[config.mk]
export PLATFORM = sky130hd
export DESIGN_NAME = rpn_stack_calculator
export DESIGN_NICKNAME = d
export VERILOG_FILES = /design/src/rsc_pkg.sv /design/src/rsc_divider.sv /design/src/rsc_datapath.sv /design/src/rsc_sequencer.sv /design/src/rpn_stack_calculator.sv
export SDC_FILE = /design/constraint.sdc
export NUM_CORES = 2
export LEC_CHECK = 0
export BUFFER_PORTS_ARGS = -buffer_cell sky130_fd_sc_hd__buf_2
export CAP_MARGIN = 20
export CORE_ASPECT_RATIO = 1.25
export CORE_MARGIN = 3
export CORE_UTILIZATION = 42
export DETAILED_ROUTE_END_ITERATION = 6
export GPL_ROUTABILITY_DRIVEN = 1
export PLACE_DENSITY = 0.61
export SETUP_SLACK_MARGIN = 0.5
export SYNTH_ARGS = -nofsm -noshare
export SYNTH_HDL_FRONTEND = slang
export SYNTH_SLANG_ARGS = --single-unit
[constraint.sdc]
create_clock -name clk_i -period 6.71 [get_ports clk_i]
set_clock_uncertainty 0.15 [all_clocks]
set_input_delay 1.342 -clock clk_i [delete_from_list [all_inputs] [get_ports clk_i]]
set_output_delay 1.342 -clock clk_i [all_outputs]
set_load 0.01 [all_outputs]
[src/rsc_pkg.sv]
`default_nettype none

package rsc_pkg;

  localparam int unsigned StackDepth = 64;
  localparam int unsigned AddrW      = (StackDepth > 1) ? $clog2(StackDepth) : 1;
  localparam int unsigned SpW        = $clog2(StackDepth + 1);
  localparam int unsigned DataW      = 32;
  localparam int unsigned DivCntW    = $clog2(DataW);
  localparam int unsigned StepW      = 4;

  localparam logic [7:0] SymAdd  = 8'd43;
  localparam logic [7:0] SymSub  = 8'd45;
  localparam logic [7:0] SymMul  = 8'd42;
  localparam logic [7:0] SymDiv  = 8'd47;
  localparam logic [7:0] SymZero = 8'd48;

  typedef struct packed {
    logic [7:0] symbol;
    logic       end_of_expression;
  } in_item_t;

  typedef struct packed {
    logic signed [DataW-1:0] answer;
    logic                    divide_by_zero;
    logic                    stack_overflow;
  } out_item_t;

  typedef enum logic [2:0] {
    OP_PUSH,
    OP_ADD,
    OP_SUB,
    OP_MUL,
    OP_DIV
  } op_e;

  typedef enum logic [2:0] {
    COND_NEXT,
    COND_JUMP,
    COND_WAIT_IN,
    COND_DIGIT,
    COND_NOT_DIV,
    COND_A_ZERO,
    COND_WAIT_DIV,
    COND_FINISH
  } cond_e;

  typedef logic [StepW-1:0] step_t;

  // Control word fields that drive the datapath
  typedef struct packed {
    logic accept;
    logic pop;
    logic load_a;
    logic load_b;
    logic res_alu;
    logic res_div;
    logic res_digit;
    logic push;
    logic set_ans;
    logic set_dz;
    logic div_start;
    logic finish;
  } ctl_t;

  // Datapath conditions seen by the sequencer
  typedef struct packed {
    logic in_fire;
    logic is_digit;
    logic is_div;
    logic a_zero;
    logic div_busy;
    logic emit_hold;
  } status_t;

  typedef struct packed {
    ctl_t  ctl;
    cond_e cond;
    step_t target;
  } uword_t;

  localparam step_t StepIdle    = 4'd0;
  localparam step_t StepDecode  = 4'd1;
  localparam step_t StepPopA    = 4'd2;
  localparam step_t StepPopB    = 4'd3;
  localparam step_t StepLoadB   = 4'd4;
  localparam step_t StepZeroChk = 4'd5;
  localparam step_t StepDivGo   = 4'd6;
  localparam step_t StepDivWait = 4'd7;
  localparam step_t StepDivPush = 4'd8;
  localparam step_t StepAlu     = 4'd9;
  localparam step_t StepAluPush = 4'd10;
  localparam step_t StepDivZero = 4'd11;
  localparam step_t StepDigit   = 4'd12;
  localparam step_t StepDigPush = 4'd13;
  localparam step_t StepFinish  = 4'd14;

  localparam ctl_t CtlNone = '0;

  function automatic op_e decode_op(logic [7:0] sym);
    op_e op;
    priority if (sym == SymAdd) begin
      op = OP_ADD;
    end else if (sym == SymSub) begin
      op = OP_SUB;
    end else if (sym == SymMul) begin
      op = OP_MUL;
    end else if (sym == SymDiv) begin
      op = OP_DIV;
    end else begin
      op = OP_PUSH;
    end
    return op;
  endfunction

  function automatic uword_t ucode(step_t step);
    uword_t w;
    w = '{ctl: CtlNone, cond: COND_JUMP, target: StepIdle};
    unique case (step)
      StepIdle: begin
        w.ctl.accept = 1'b1;
        w.cond       = COND_WAIT_IN;
      end
      StepDecode: begin
        w.cond   = COND_DIGIT;
        w.target = StepDigit;
      end
      StepPopA: begin
        w.ctl.pop = 1'b1;
        w.cond    = COND_NEXT;
      end
      StepPopB: begin
        w.ctl.load_a = 1'b1;
        w.ctl.pop    = 1'b1;
        w.cond       = COND_NEXT;
      end
      StepLoadB: begin
        w.ctl.load_b = 1'b1;
        w.cond       = COND_NOT_DIV;
        w.target     = StepAlu;
      end
      StepZeroChk: begin
        w.cond   = COND_A_ZERO;
        w.target = StepDivZero;
      end
      StepDivGo: begin
        w.ctl.div_start = 1'b1;
        w.cond          = COND_NEXT;
      end
      StepDivWait: begin
        w.cond = COND_WAIT_DIV;
      end
      StepDivPush: begin
        w.ctl.res_div = 1'b1;
        w.cond        = COND_JUMP;
        w.target      = StepAluPush;
      end
      StepAlu: begin
        w.ctl.res_alu = 1'b1;
        w.cond        = COND_NEXT;
      end
      StepAluPush: begin
        w.ctl.push    = 1'b1;
        w.ctl.set_ans = 1'b1;
        w.cond        = COND_JUMP;
        w.target      = StepFinish;
      end
      StepDivZero: begin
        w.ctl.set_dz = 1'b1;
        w.cond       = COND_JUMP;
        w.target     = StepFinish;
      end
      StepDigit: begin
        w.ctl.res_digit = 1'b1;
        w.cond          = COND_NEXT;
      end
      StepDigPush: begin
        w.ctl.push = 1'b1;
        w.cond     = COND_NEXT;
      end
      StepFinish: begin
        w.ctl.finish = 1'b1;
        w.cond       = COND_FINISH;
        w.target     = StepIdle;
      end
      default: begin
        w.cond   = COND_JUMP;
        w.target = StepIdle;
      end
    endcase
    return w;
  endfunction

endpackage

`default_nettype wire

[src/rsc_divider.sv]
`default_nettype none

module rsc_divider
  import rsc_pkg::*;
(
  input  wire logic             clk_i,
  input  wire logic             rst_ni,
  input  wire logic             start_i,
  input  wire logic [DataW-1:0] num_i,
  input  wire logic [DataW-1:0] den_i,
  output logic                  busy_o,
  output logic [DataW-1:0]      quo_o
);

  logic               busy_q;
  logic [DivCntW-1:0] cnt_q;
  logic [DataW-1:0]   rem_q;
  logic [DataW-1:0]   quo_q;
  logic [DataW-1:0]   den_q;
  logic               neg_q;
  logic [DataW:0]     shifted;
  logic [DataW:0]     diff;
  logic               fits;

  assign shifted = {rem_q, quo_q[DataW-1]};
  assign diff    = shifted - {1'b0, den_q};
  assign fits    = ~diff[DataW];

  always_ff @(posedge clk_i or negedge rst_ni) begin
    if (!rst_ni) begin
      busy_q <= 1'b0;
      cnt_q  <= '0;
    end else if (start_i) begin
      busy_q <= 1'b1;
      cnt_q  <= '0;
    end else if (busy_q) begin
      cnt_q <= cnt_q + 1'b1;
      if (cnt_q == DivCntW'(DataW - 1)) begin
        busy_q <= 1'b0;
      end
    end
  end

  // Restoring division on magnitudes, one quotient bit a cycle
  always_ff @(posedge clk_i) begin
    if (start_i) begin
      quo_q <= num_i[DataW-1] ? (DataW'(0) - num_i) : num_i;
      den_q <= den_i[DataW-1] ? (DataW'(0) - den_i) : den_i;
      rem_q <= '0;
      neg_q <= num_i[DataW-1] ^ den_i[DataW-1];
    end else if (busy_q) begin
      rem_q <= fits ? diff[DataW-1:0] : shifted[DataW-1:0];
      quo_q <= {quo_q[DataW-2:0], fits};
    end
  end

  assign busy_o = busy_q;
  assign quo_o  = neg_q ? (DataW'(0) - quo_q) : quo_q;

endmodule

`default_nettype wire

[src/rsc_datapath.sv]
`default_nettype none

module rsc_datapath
  import rsc_pkg::*;
(
  input  wire logic      clk_i,
  input  wire logic      rst_ni,
  input  wire ctl_t      ctl_i,
  input  wire logic      in_valid_i,
  input  wire in_item_t  in_item_i,
  output status_t        status_o,
  output logic           out_valid_o,
  input  wire logic      out_ready_i,
  output out_item_t      out_item_o
);

  logic [7:0]       sym_q;
  logic             last_q;
  op_e              op_q;
  logic [SpW-1:0]   sp_q;
  logic [SpW-1:0]   sp_m1;
  logic             empty_q;
  logic [DataW-1:0] rd_q;
  logic [DataW-1:0] a_q;
  logic [DataW-1:0] b_q;
  logic [DataW-1:0] res_q;
  logic [DataW-1:0] ans_q;
  logic             dz_q;
  logic             ov_q;
  logic             out_valid_q;
  out_item_t        out_q;

  logic [DataW-1:0] stack_mem [StackDepth];

  logic             in_fire;
  logic             full;
  logic             pop_en;
  logic             push_en;
  logic             out_free;
  logic             emit;
  logic [DataW-1:0] popped;
  logic [DataW-1:0] alu_res;
  logic [DataW-1:0] div_quo;
  logic             div_busy;

  assign in_fire  = ctl_i.accept & in_valid_i;
  assign full     = (sp_q == SpW'(StackDepth));
  assign sp_m1    = sp_q - 1'b1;
  assign pop_en   = ctl_i.pop & (sp_q != '0);
  assign push_en  = ctl_i.push & ~full;
  assign out_free = ~out_valid_q | out_ready_i;
  assign emit     = ctl_i.finish & last_q & out_free;
  assign popped   = empty_q ? '0 : rd_q;

  always_comb begin
    unique case (op_q)
      OP_SUB:  alu_res = b_q - a_q;
      OP_MUL:  alu_res = a_q * b_q;
      default: alu_res = a_q + b_q;
    endcase
  end

  rsc_divider u_div (
    .clk_i  (clk_i),
    .rst_ni (rst_ni),
    .start_i(ctl_i.div_start),
    .num_i  (b_q),
    .den_i  (a_q),
    .busy_o (div_busy),
    .quo_o  (div_quo)
  );

  always_ff @(posedge clk_i) begin
    if (push_en) begin
      stack_mem[sp_q[AddrW-1:0]] <= res_q;
    end
    if (pop_en) begin
      rd_q <= stack_mem[sp_m1[AddrW-1:0]];
    end
  end

  always_ff @(posedge clk_i) begin
    if (in_fire) begin
      sym_q <= in_item_i.symbol;
    end
    if (ctl_i.load_a) begin
      a_q <= popped;
    end
    if (ctl_i.load_b) begin
      b_q <= popped;
    end
    priority if (ctl_i.res_digit) begin
      res_q <= DataW'(sym_q) - DataW'(SymZero);
    end else if (ctl_i.res_alu) begin
      res_q <= alu_res;
    end else if (ctl_i.res_div) begin
      res_q <= div_quo;
    end
    if (emit) begin
      out_q.answer         <= $signed(ans_q);
      out_q.divide_by_zero <= dz_q;
      out_q.stack_overflow <= ov_q;
    end
  end

  always_ff @(posedge clk_i or negedge rst_ni) begin
    if (!rst_ni) begin
      last_q      <= 1'b0;
      op_q        <= OP_PUSH;
      sp_q        <= '0;
      empty_q     <= 1'b1;
      ans_q       <= '0;
      dz_q        <= 1'b0;
      ov_q        <= 1'b0;
      out_valid_q <= 1'b0;
    end else begin
      if (in_fire) begin
        last_q <= in_item_i.end_of_expression;
        op_q   <= decode_op(in_item_i.symbol);
      end
      if (ctl_i.pop) begin
        empty_q <= (sp_q == '0);
      end
      if (out_ready_i) begin
        out_valid_q <= 1'b0;
      end
      if (emit) begin
        // Hand over the answer and start the next expression clean
        out_valid_q <= 1'b1;
        sp_q        <= '0;
        ans_q       <= '0;
        dz_q        <= 1'b0;
        ov_q        <= 1'b0;
      end else begin
        if (pop_en) begin
          sp_q <= sp_m1;
        end
        if (push_en) begin
          sp_q <= sp_q + 1'b1;
        end
        if (ctl_i.push & full) begin
          ov_q <= 1'b1;
        end
        if (ctl_i.set_ans) begin
          ans_q <= res_q;
        end
        if (ctl_i.res_div) begin
          ans_q <= div_quo;
        end
        if (ctl_i.set_dz) begin
          dz_q <= 1'b1;
        end
      end
    end
  end

  assign status_o.in_fire   = in_fire;
  assign status_o.is_digit  = (op_q == OP_PUSH);
  assign status_o.is_div    = (op_q == OP_DIV);
  assign status_o.a_zero    = (a_q == '0);
  assign status_o.div_busy  = div_busy;
  assign status_o.emit_hold = last_q & ~out_free;

  assign out_valid_o = out_valid_q;
  assign out_item_o  = out_q;

  a_sp_bound: assert property (@(posedge clk_i) disable iff (!rst_ni)
    sp_q <= SpW'(StackDepth))
    else $error("stack pointer beyond depth");

  a_emit_clears: assert property (@(posedge clk_i) disable iff (!rst_ni)
    emit |=> (sp_q == '0) && (ans_q == '0) && !dz_q && !ov_q && out_valid_q)
    else $error("state not cleared after answer");

  a_div_idle_start: assert property (@(posedge clk_i) disable iff (!rst_ni)
    ctl_i.div_start |-> !div_busy && (a_q != '0))
    else $error("divider started while busy or with zero divisor");

endmodule

`default_nettype wire

[src/rsc_sequencer.sv]
`default_nettype none

module rsc_sequencer
  import rsc_pkg::*;
(
  input  wire logic    clk_i,
  input  wire logic    rst_ni,
  input  wire status_t status_i,
  output ctl_t         ctl_o
);

  step_t  step_q;
  step_t  step_d;
  uword_t uw;

  assign uw = ucode(step_q);

  always_comb begin
    unique case (uw.cond)
      COND_NEXT:     step_d = step_q + 1'b1;
      COND_JUMP:     step_d = uw.target;
      COND_WAIT_IN:  step_d = status_i.in_fire ? step_q + 1'b1 : step_q;
      COND_DIGIT:    step_d = status_i.is_digit ? uw.target : step_q + 1'b1;
      COND_NOT_DIV:  step_d = status_i.is_div ? step_q + 1'b1 : uw.target;
      COND_A_ZERO:   step_d = status_i.a_zero ? uw.target : step_q + 1'b1;
      COND_WAIT_DIV: step_d = status_i.div_busy ? step_q : step_q + 1'b1;
      COND_FINISH:   step_d = status_i.emit_hold ? step_q : uw.target;
    endcase
  end

  always_comb begin
    ctl_o = uw.ctl;
  end

  always_ff @(posedge clk_i or negedge rst_ni) begin
    if (!rst_ni) begin
      step_q <= StepIdle;
    end else begin
      step_q <= step_d;
    end
  end

endmodule

`default_nettype wire

[src/rpn_stack_calculator.sv]
`default_nettype none

// Channel   Direction  Payload     Handshake
// in        input      in_item_t   in_valid_i / in_ready_o
// out       output     out_item_t  out_valid_o / out_ready_i
//
// A digit passes the idle, decode, digit, push and finish steps; '+', '-', '*'
// pop both operands, compute, push and finish; '/' sets the flag on a zero
// divisor, else starts the radix-2 divider and holds at its wait step for it.
// The microcode sequencer works on one item at a time; in_ready_o is high
// only at its idle step.
// Reset clears the step counter, stack pointer, answer and flags; the stack
// memory holds no reset value.
// A finished answer waits in the output register; the last item of an
// expression stalls at its final step only while that register is still full.

module rpn_stack_calculator
  import rsc_pkg::*;
(
  input  wire logic      clk_i,
  input  wire logic      rst_ni,
  input  wire logic      in_valid_i,
  output logic           in_ready_o,
  input  wire in_item_t  in_item_i,
  output logic           out_valid_o,
  input  wire logic      out_ready_i,
  output out_item_t      out_item_o
);

  ctl_t    ctl;
  status_t status;

  rsc_sequencer u_seq (
    .clk_i   (clk_i),
    .rst_ni  (rst_ni),
    .status_i(status),
    .ctl_o   (ctl)
  );

  rsc_datapath u_dp (
    .clk_i      (clk_i),
    .rst_ni     (rst_ni),
    .ctl_i      (ctl),
    .in_valid_i (in_valid_i),
    .in_item_i  (in_item_i),
    .status_o   (status),
    .out_valid_o(out_valid_o),
    .out_ready_i(out_ready_i),
    .out_item_o (out_item_o)
  );

  assign in_ready_o = ctl.accept;

endmodule

`default_nettype wire

### After elaboration in Yosys (flattened, before gate mapping)

Memory sizes are Yosys's and may differ from the RTL's. A register that Yosys moved wholly into a read port is not among the register bits.
Index checks and enable logic that the tools add are counted.

| word-level totals | value |
|---|---|
| ROM bits | 0 |
| bits in writable memories | 2048 |
| input bits | 13 |
| memories | 1 |
| register bits after elaboration | 292 |
| bits in latches | 0 |

Memory list:

| name | words | bits a word | rd ports | clocked after memory_dff | write ports | RTL line | source |
|---|---|---|---|---|---|---|---|
| u_dp.stack_mem | 64 | 32 | 1 | 1 | 1 | rsc_datapath.sv:33 | `logic [DataW-1:0] stack_mem [StackDepth];` |

| cells by class | value |
|---|---|
| shifts and indexed selects | 0 |
| div/mod/pow operators | 0 |
| multiply operators | 1 |
| add/subtract/negate cells | 11 |
| $lt $le $gt $ge | 0 |
| equal/unequal tests | 33 |
| mux-type cells | 55 |
| reductions and logical operators | 18 |
| bitwise logic cells | 13 |

Operators with widths:

| cell | number |
|---|---|
| two-way mux 32 bit | 12 |
| subtractor 1 x 32 -> 32 bit, first input constant | 3 |
| one-hot mux 32 bit (2 select lines) | 1 |
| subtractor 33 x 32 -> 33 bit | 1 |
| adder 32 bit | 1 |
| == test 8 x 6 -> 1 bit, second input constant | 4 |
| zero test 32 bit | 1 |
| multiplier 32 x 32 -> 32 bit | 1 |
| one-hot mux 4 bit (8 select lines) | 1 |
| subtractor 32 bit | 1 |
| two-way mux 31 bit | 1 |
| == test 4 bit, second input constant | 7 |
| two-way mux 4 bit | 6 |
| two-way mux 1 bit | 23 |
| two-way mux 7 bit | 3 |
| one-hot mux 3 bit (7 select lines) | 1 |
| one-hot mux 4 bit (5 select lines) | 1 |
| == test 4 x 3 -> 1 bit, second input constant | 4 |
| == test 3 bit, second input constant | 5 |
| == test 3 x 2 -> 1 bit, second input constant | 4 |
| two-way mux 3 bit | 4 |
| two-way mux 5 bit | 2 |
| nonzero test 3 bit | 3 |
| subtractor 8 x 6 -> 9 bit, second input constant | 1 |
| 23 further kinds | 40 |

### Logic depth before layout (Yosys ltp)

| depth | value |
|---|---|
| word-level depth | 7 |
| depth in mapped cells | 28 |

### Modules after synthesis

Synthesis repeated with hierarchy kept, for this count alone.

| unflattened totals | value |
|---|---|
| cells, all modules | 6653 |
| area, all modules | 112696.8 µm² |

By module, submodules not included:

| module | area each (µm²) | seq. area each (µm²) | times used | cells each |
|---|---|---|---|---|
| rsc_datapath | 104141.1 | 67781.3 | 1 | 5668 |
| rsc_divider | 7633.6 | 2742.6 | 1 | 855 |
| rsc_sequencer | 922.1 | 100.1 | 1 | 130 |

### Worst setup path after synthesis

Ideal clock, no wire load.

| timing | value |
|---|---|
| path type | register to register |
| start | register u_dp.b_q[6] |
| end | register u_dp.res_q[28], data pin |
| slack | -0.595 ns |
| stages on the path, launching flop included | 25 |
| required time | 6.288 ns |
| arrival time | 6.884 ns |
| buffers on the path | 2 |
| cells stage by stage | edfxtp_1 > clkbuf_1 > clkbuf_1 > and2_1 > fa_1 > fa_1 > fa_1 > inv_1 > fa_1 > inv_1 > fa_1 > inv_1 > fa_1 > inv_1 > fa_1 > fa_1 > ha_1 > nand3_1 > nor3_1 > nand4_1 > a221oi_1 > a221o_1 > nor2_1 > a2111oi_0 > a21oi_1 |

| on the way | value |
|---|---|
| word-level cells in the longest chain between the ends | 4 |
| elaborated cells between the ends (all ways) | 6 |

RTL lines:

| what | RTL line | source |
|---|---|---|
| from (decl) | rsc_datapath.sv:25 | `logic [DataW-1:0] b_q;` |
| from (signal assigned) | rsc_datapath.sv:90 | `b_q <= popped;` |
| multiplier 32 x 32 -> 32 bit, or another cell as far along | rsc_datapath.sv:58 | `OP_MUL: alu_res = a_q * b_q;` |
| one-hot mux 32 bit (2 select lines) (*) | rsc_datapath.sv:56 | `unique case (op_q)` |
| two-way mux 32 bit (*) | rsc_datapath.sv:94 | `end else if (ctl_i.res_alu) begin` |
| two-way mux 32 bit (*) | rsc_datapath.sv:92 | `priority if (ctl_i.res_digit) begin` |
| to (signal assigned) | rsc_datapath.sv:93 | `res_q <= DataW'(sym_q) - DataW'(SymZero);` |
| to (signal assigned) | rsc_datapath.sv:95 | `res_q <= alu_res;` |
| to (signal assigned) | rsc_datapath.sv:97 | `res_q <= div_quo;` |
| to (decl) | rsc_datapath.sv:26 | `logic [DataW-1:0] res_q;` |

Every way passes the cells marked *; elsewhere a longest branch is shown, timed or not.
A chain may end at the register's enable or synchronous reset.

### Final worst setup path

| timing | value |
|---|---|
| start | register u_dp.b_q[6] |
| end | register u_dp.res_q[30], data pin |

The elaborated chain is that of the path after synthesis.

==> run metrics <==
result of the run complete, but fails checks; violations in the final reports DRC, setup timing; Hold Violations, Final 0; layout cell share with drive strength beyond 1 about 25%; number of clock sinks 2,372; Cell Area, Synth 112,000 um2; number of global-route vias before repair 63,200; worst-case setup margin in the final layout -0.587 ns; I/O pin count 49; library cell occupying the most area in the post-synthesis netlist sky130_fd_sc_hd__edfxtp_1; syn avg cell area 17.0 um2; area growth from synthesis to layout 14.4%; RR Endpoint u_dp.res_q[30]; cell depth of the worst hold path 0; sequential area share after synthesis a little over three fifths; number of buffers inserted during clock tree synthesis about 240; DRT Pass-1 Iters 7; number of antenna violations at the first check in global routing 18; slew at the pin closest to its max-slew limit 1.15 ns; launch point of the worst reg-to-reg path u_dp.b_q[6]; die outline width 468 um; average via count per standard cell between 5 and 6; total via count after detailed routing 60,900; crit path max fanout 6; Die Footprint 273,000 um2; net count reported at finish 7,590; total number of H-tree levels 4; commonest non-fill, non-tap cell in the layout sky130_fd_sc_hd__edfxtp_1; kind of end point of the critical path flip-flop; number of failing setup endpoints in the final timing report 17; commonest cells after routing, fill and taps aside 2,283 x sky130_fd_sc_hd__edfxtp_1, 672 x sky130_fd_sc_hd__mux4_2, 439 x sky130_fd_sc_hd__inv_1; Yosys warning total 0; register bit total from synthesis 2,372; utilization after layout around half; core region area 265,000 um2; highest achievable clock rate 137 MHz; height of the die 584 um; Max-Cap Viols 0; path type of the worst min-delay path flip-flop to flip-flop; synthesized instance count between 6,000 and 7,000; Max Transition Viols Final 0; area share of the largest cell type after synthesis between 60 and 70%; post-layout min period 7.30 ns; final clock period utilization by the worst path 109%; origin of the worst min-delay path u_dp.ans_q[11]; CTS clock-pin slew for the worst setup and hold paths ~0.070 ns; pin count of the biggest net entering global routing 98; clock root cell sky130_fd_sc_hd__clkbuf_16; RSZ-0062 raised after global routing yes; max-slew headroom at the worst pin 23.1%; Detailed Place HPWL 206,000 um; Worst R2R Setup Slack -0.59 ns; required time of the critical path 7.12 ns; global route overflow 0; placement row count 211; largest buffer count on any clock path 4; total global-route track usage between 20% and 30%; FFs w/ async S/R, synth 2.40%; top post-synthesis cells by area sky130_fd_sc_hd__edfxtp_1 61%, sky130_fd_sc_hd__mux4_2 13%, sky130_fd_sc_hd__fa_1 7.3%; distinct cell type count after synthesis 84; number of flops mapped to enable cells by yosys between 2,000 and 2,500; arrival time at the worst endpoint 7.70 ns; count of unresolved DRC violations after routing 1; starting utilization of the core area 42.3%; wirelength, routed 307,000 um; clock latency on the worst-skew pair approximately 0.87 ns; count of port buffers added during placement 48; Setup Crit Path Kind flip-flop to flip-flop; DR WL/cell 28.8 um; terminating pin of the worst hold path u_dp.out_item_o[13]; TritonCTS clock tree yes; cts hold-fix bufs 0; Main synth FF type sky130_fd_sc_hd__edfxtp_1; final weighted congestion in routability-driven placement a little over 0.9; Antenna Nets Post-Route 0; worst-case reg-to-reg path depth 25; Detailed Route Iter0 Violations a little over 6,000; Startpoint Class flip-flop; wire length of the first global-routing pass 448,000 um; total nets after synthesis 7,205
-- worst max-delay path by stage --
stage / from / cells after the start / end
finish: u_dp.b_q[6] / 25 / u_dp.res_q[30]
global route: u_dp.b_q[6] / 23 / u_dp.res_q[28]
CTS: u_dp.b_q[6] / 25 / u_dp.res_q[30]
detailed placement: u_dp.b_q[4] / 24 / u_dp.res_q[22]
global placement: u_dp.b_q[2] / 24 / u_dp.res_q[22]
floorplan: u_dp.b_q[7] / 23 / u_dp.res_q[31]
-- timing repair --
action                     in CTS  in global routing
setup endpoints to repair      23                 24
pin swaps                      44                 37
setup buffers                  20                 10
gates resized for setup       104                 38
gates cloned                    0                  1
-- synth_stat cells, types with 26 or more instances --
master	number
sky130_fd_sc_hd__xor2_1	125
sky130_fd_sc_hd__mux2i_1	34
sky130_fd_sc_hd__nor3_1	48
sky130_fd_sc_hd__fa_1	410
sky130_fd_sc_hd__o31ai_1	40
sky130_fd_sc_hd__nand3_1	71
sky130_fd_sc_hd__clkbuf_1	317
sky130_fd_sc_hd__nor2b_1	49
sky130_fd_sc_hd__a21o_1	35
sky130_fd_sc_hd__buf_1	48
sky130_fd_sc_hd__edfxtp_1	2283
sky130_fd_sc_hd__mux4_2	672
sky130_fd_sc_hd__dfxtp_1	32
sky130_fd_sc_hd__xnor2_1	130
sky130_fd_sc_hd__ha_1	200
sky130_fd_sc_hd__nand2_1	403
sky130_fd_sc_hd__dfrtp_1	56
sky130_fd_sc_hd__nor2_1	174
sky130_fd_sc_hd__nand2b_1	26
sky130_fd_sc_hd__o21ai_0	204
sky130_fd_sc_hd__inv_1	450
sky130_fd_sc_hd__and2_1	316
sky130_fd_sc_hd__a21oi_1	108
-- area by class of cell --
class	instances	area [um2]
Fill cell	22100	137000
Inverter	451	1690
Sequential cell	2372	70600
Clock inverter	129	1130
Multi-Input combinational cell	3388	39900
Tap cell	3514	4400
Timing Repair Buffer	519	4340
Clock buffer	296	6280
Antenna cell	4	10.0
-- flip-flops by register name, summed over array words and instances, names as in the netlist --
name,cells
u_dp.a_q,32
u_dp.ans_q,32
u_dp.b_q,32
u_dp.dz_q,1
u_dp.empty_q,1
u_dp.last_q,1
u_dp.op_q,3
u_dp.out_item_o,34
u_dp.out_valid_o,1
u_dp.ov_q,1
u_dp.rd_q,32
u_dp.res_q,32
u_dp.sp_q,7
u_dp.stack_mem,2048
u_dp.sym_q,8
u_dp.u_div.busy_o,1
u_dp.u_div.cnt_q,5
u_dp.u_div.den_q,32
u_dp.u_div.neg_q,1
u_dp.u_div.quo_q,32
u_dp.u_div.rem_q,32
u_seq.step_q,4
-- cell families (layout without fill, tap and decap cells) --
logic type                 after synthesis  after routing  synth area share [%]
buffers and inverters                  822           1395                  2.76
DFF                                   2372           2372                  63.0
muxes                                  707            707                  13.8
AOI/OAI and AO/OA                      603            603                  3.44
xor gates and xnor gates               255            255                  1.99
and+or+nand+nor                       1213           1213                  5.46
other                                    0              4                     0
adders and majority gates              610            610                  9.55
-- worst max-delay path, cell delays in order (launching register included) --
cell	delay (ns)
sky130_fd_sc_hd__edfxtp_1	0.48
sky130_fd_sc_hd__buf_6	0.18
sky130_fd_sc_hd__and2_4	0.15
sky130_fd_sc_hd__fa_1	0.52
sky130_fd_sc_hd__fa_1	0.42
sky130_fd_sc_hd__fa_1	0.51
sky130_fd_sc_hd__inv_2	0.06
sky130_fd_sc_hd__fa_1	0.53
sky130_fd_sc_hd__inv_1	0.05
sky130_fd_sc_hd__fa_1	0.49
sky130_fd_sc_hd__inv_1	0.05
sky130_fd_sc_hd__fa_1	0.48
sky130_fd_sc_hd__inv_1	0.06
sky130_fd_sc_hd__fa_1	0.48
sky130_fd_sc_hd__fa_1	0.48
sky130_fd_sc_hd__ha_4	0.28
sky130_fd_sc_hd__nand3_1	0.10
sky130_fd_sc_hd__a21oi_1	0.07
sky130_fd_sc_hd__a211o_1	0.30
sky130_fd_sc_hd__nor3_2	0.14
sky130_fd_sc_hd__a221oi_2	0.11
sky130_fd_sc_hd__a221o_1	0.35
sky130_fd_sc_hd__buf_4	0.14
sky130_fd_sc_hd__mux2i_1	0.13
sky130_fd_sc_hd__a21oi_1	0.15
sky130_fd_sc_hd__nand3_1	0.09
-- stage by stage --
step / worst slack, ns / hold WS (ns) / cell area [um2] / instances / setup TNS [ns]
after floorplan: -0.307 / 0.275 / 113000 / 6582 / -1.10
after global placement: -0.654 / 0.283 / 120000 / 10200 / -7.30
after detailed placement: -0.752 / 0.290 / 120000 / 10200 / -8.98
after CTS: -0.593 / 0.296 / 128000 / 10700 / -6.37
after global routing: -0.833 / 0.309 / 128000 / 10700 / -10.36
final: -0.587 / 0.295 / 128000 / 10700 / -6.45
-- layer usage --
layer	global-route usage (%)	wire [um]	vias up
li1	-	-	25800
met1	28.7	117000	32600
met2	39.8	161000	1987
met3	2.50	15700	554
met4	8.15	13100	6
met5	0	35	-
Power is not shown: default switching activity piles up to over one toggle a cycle in this logic, so the estimate is an artifact.
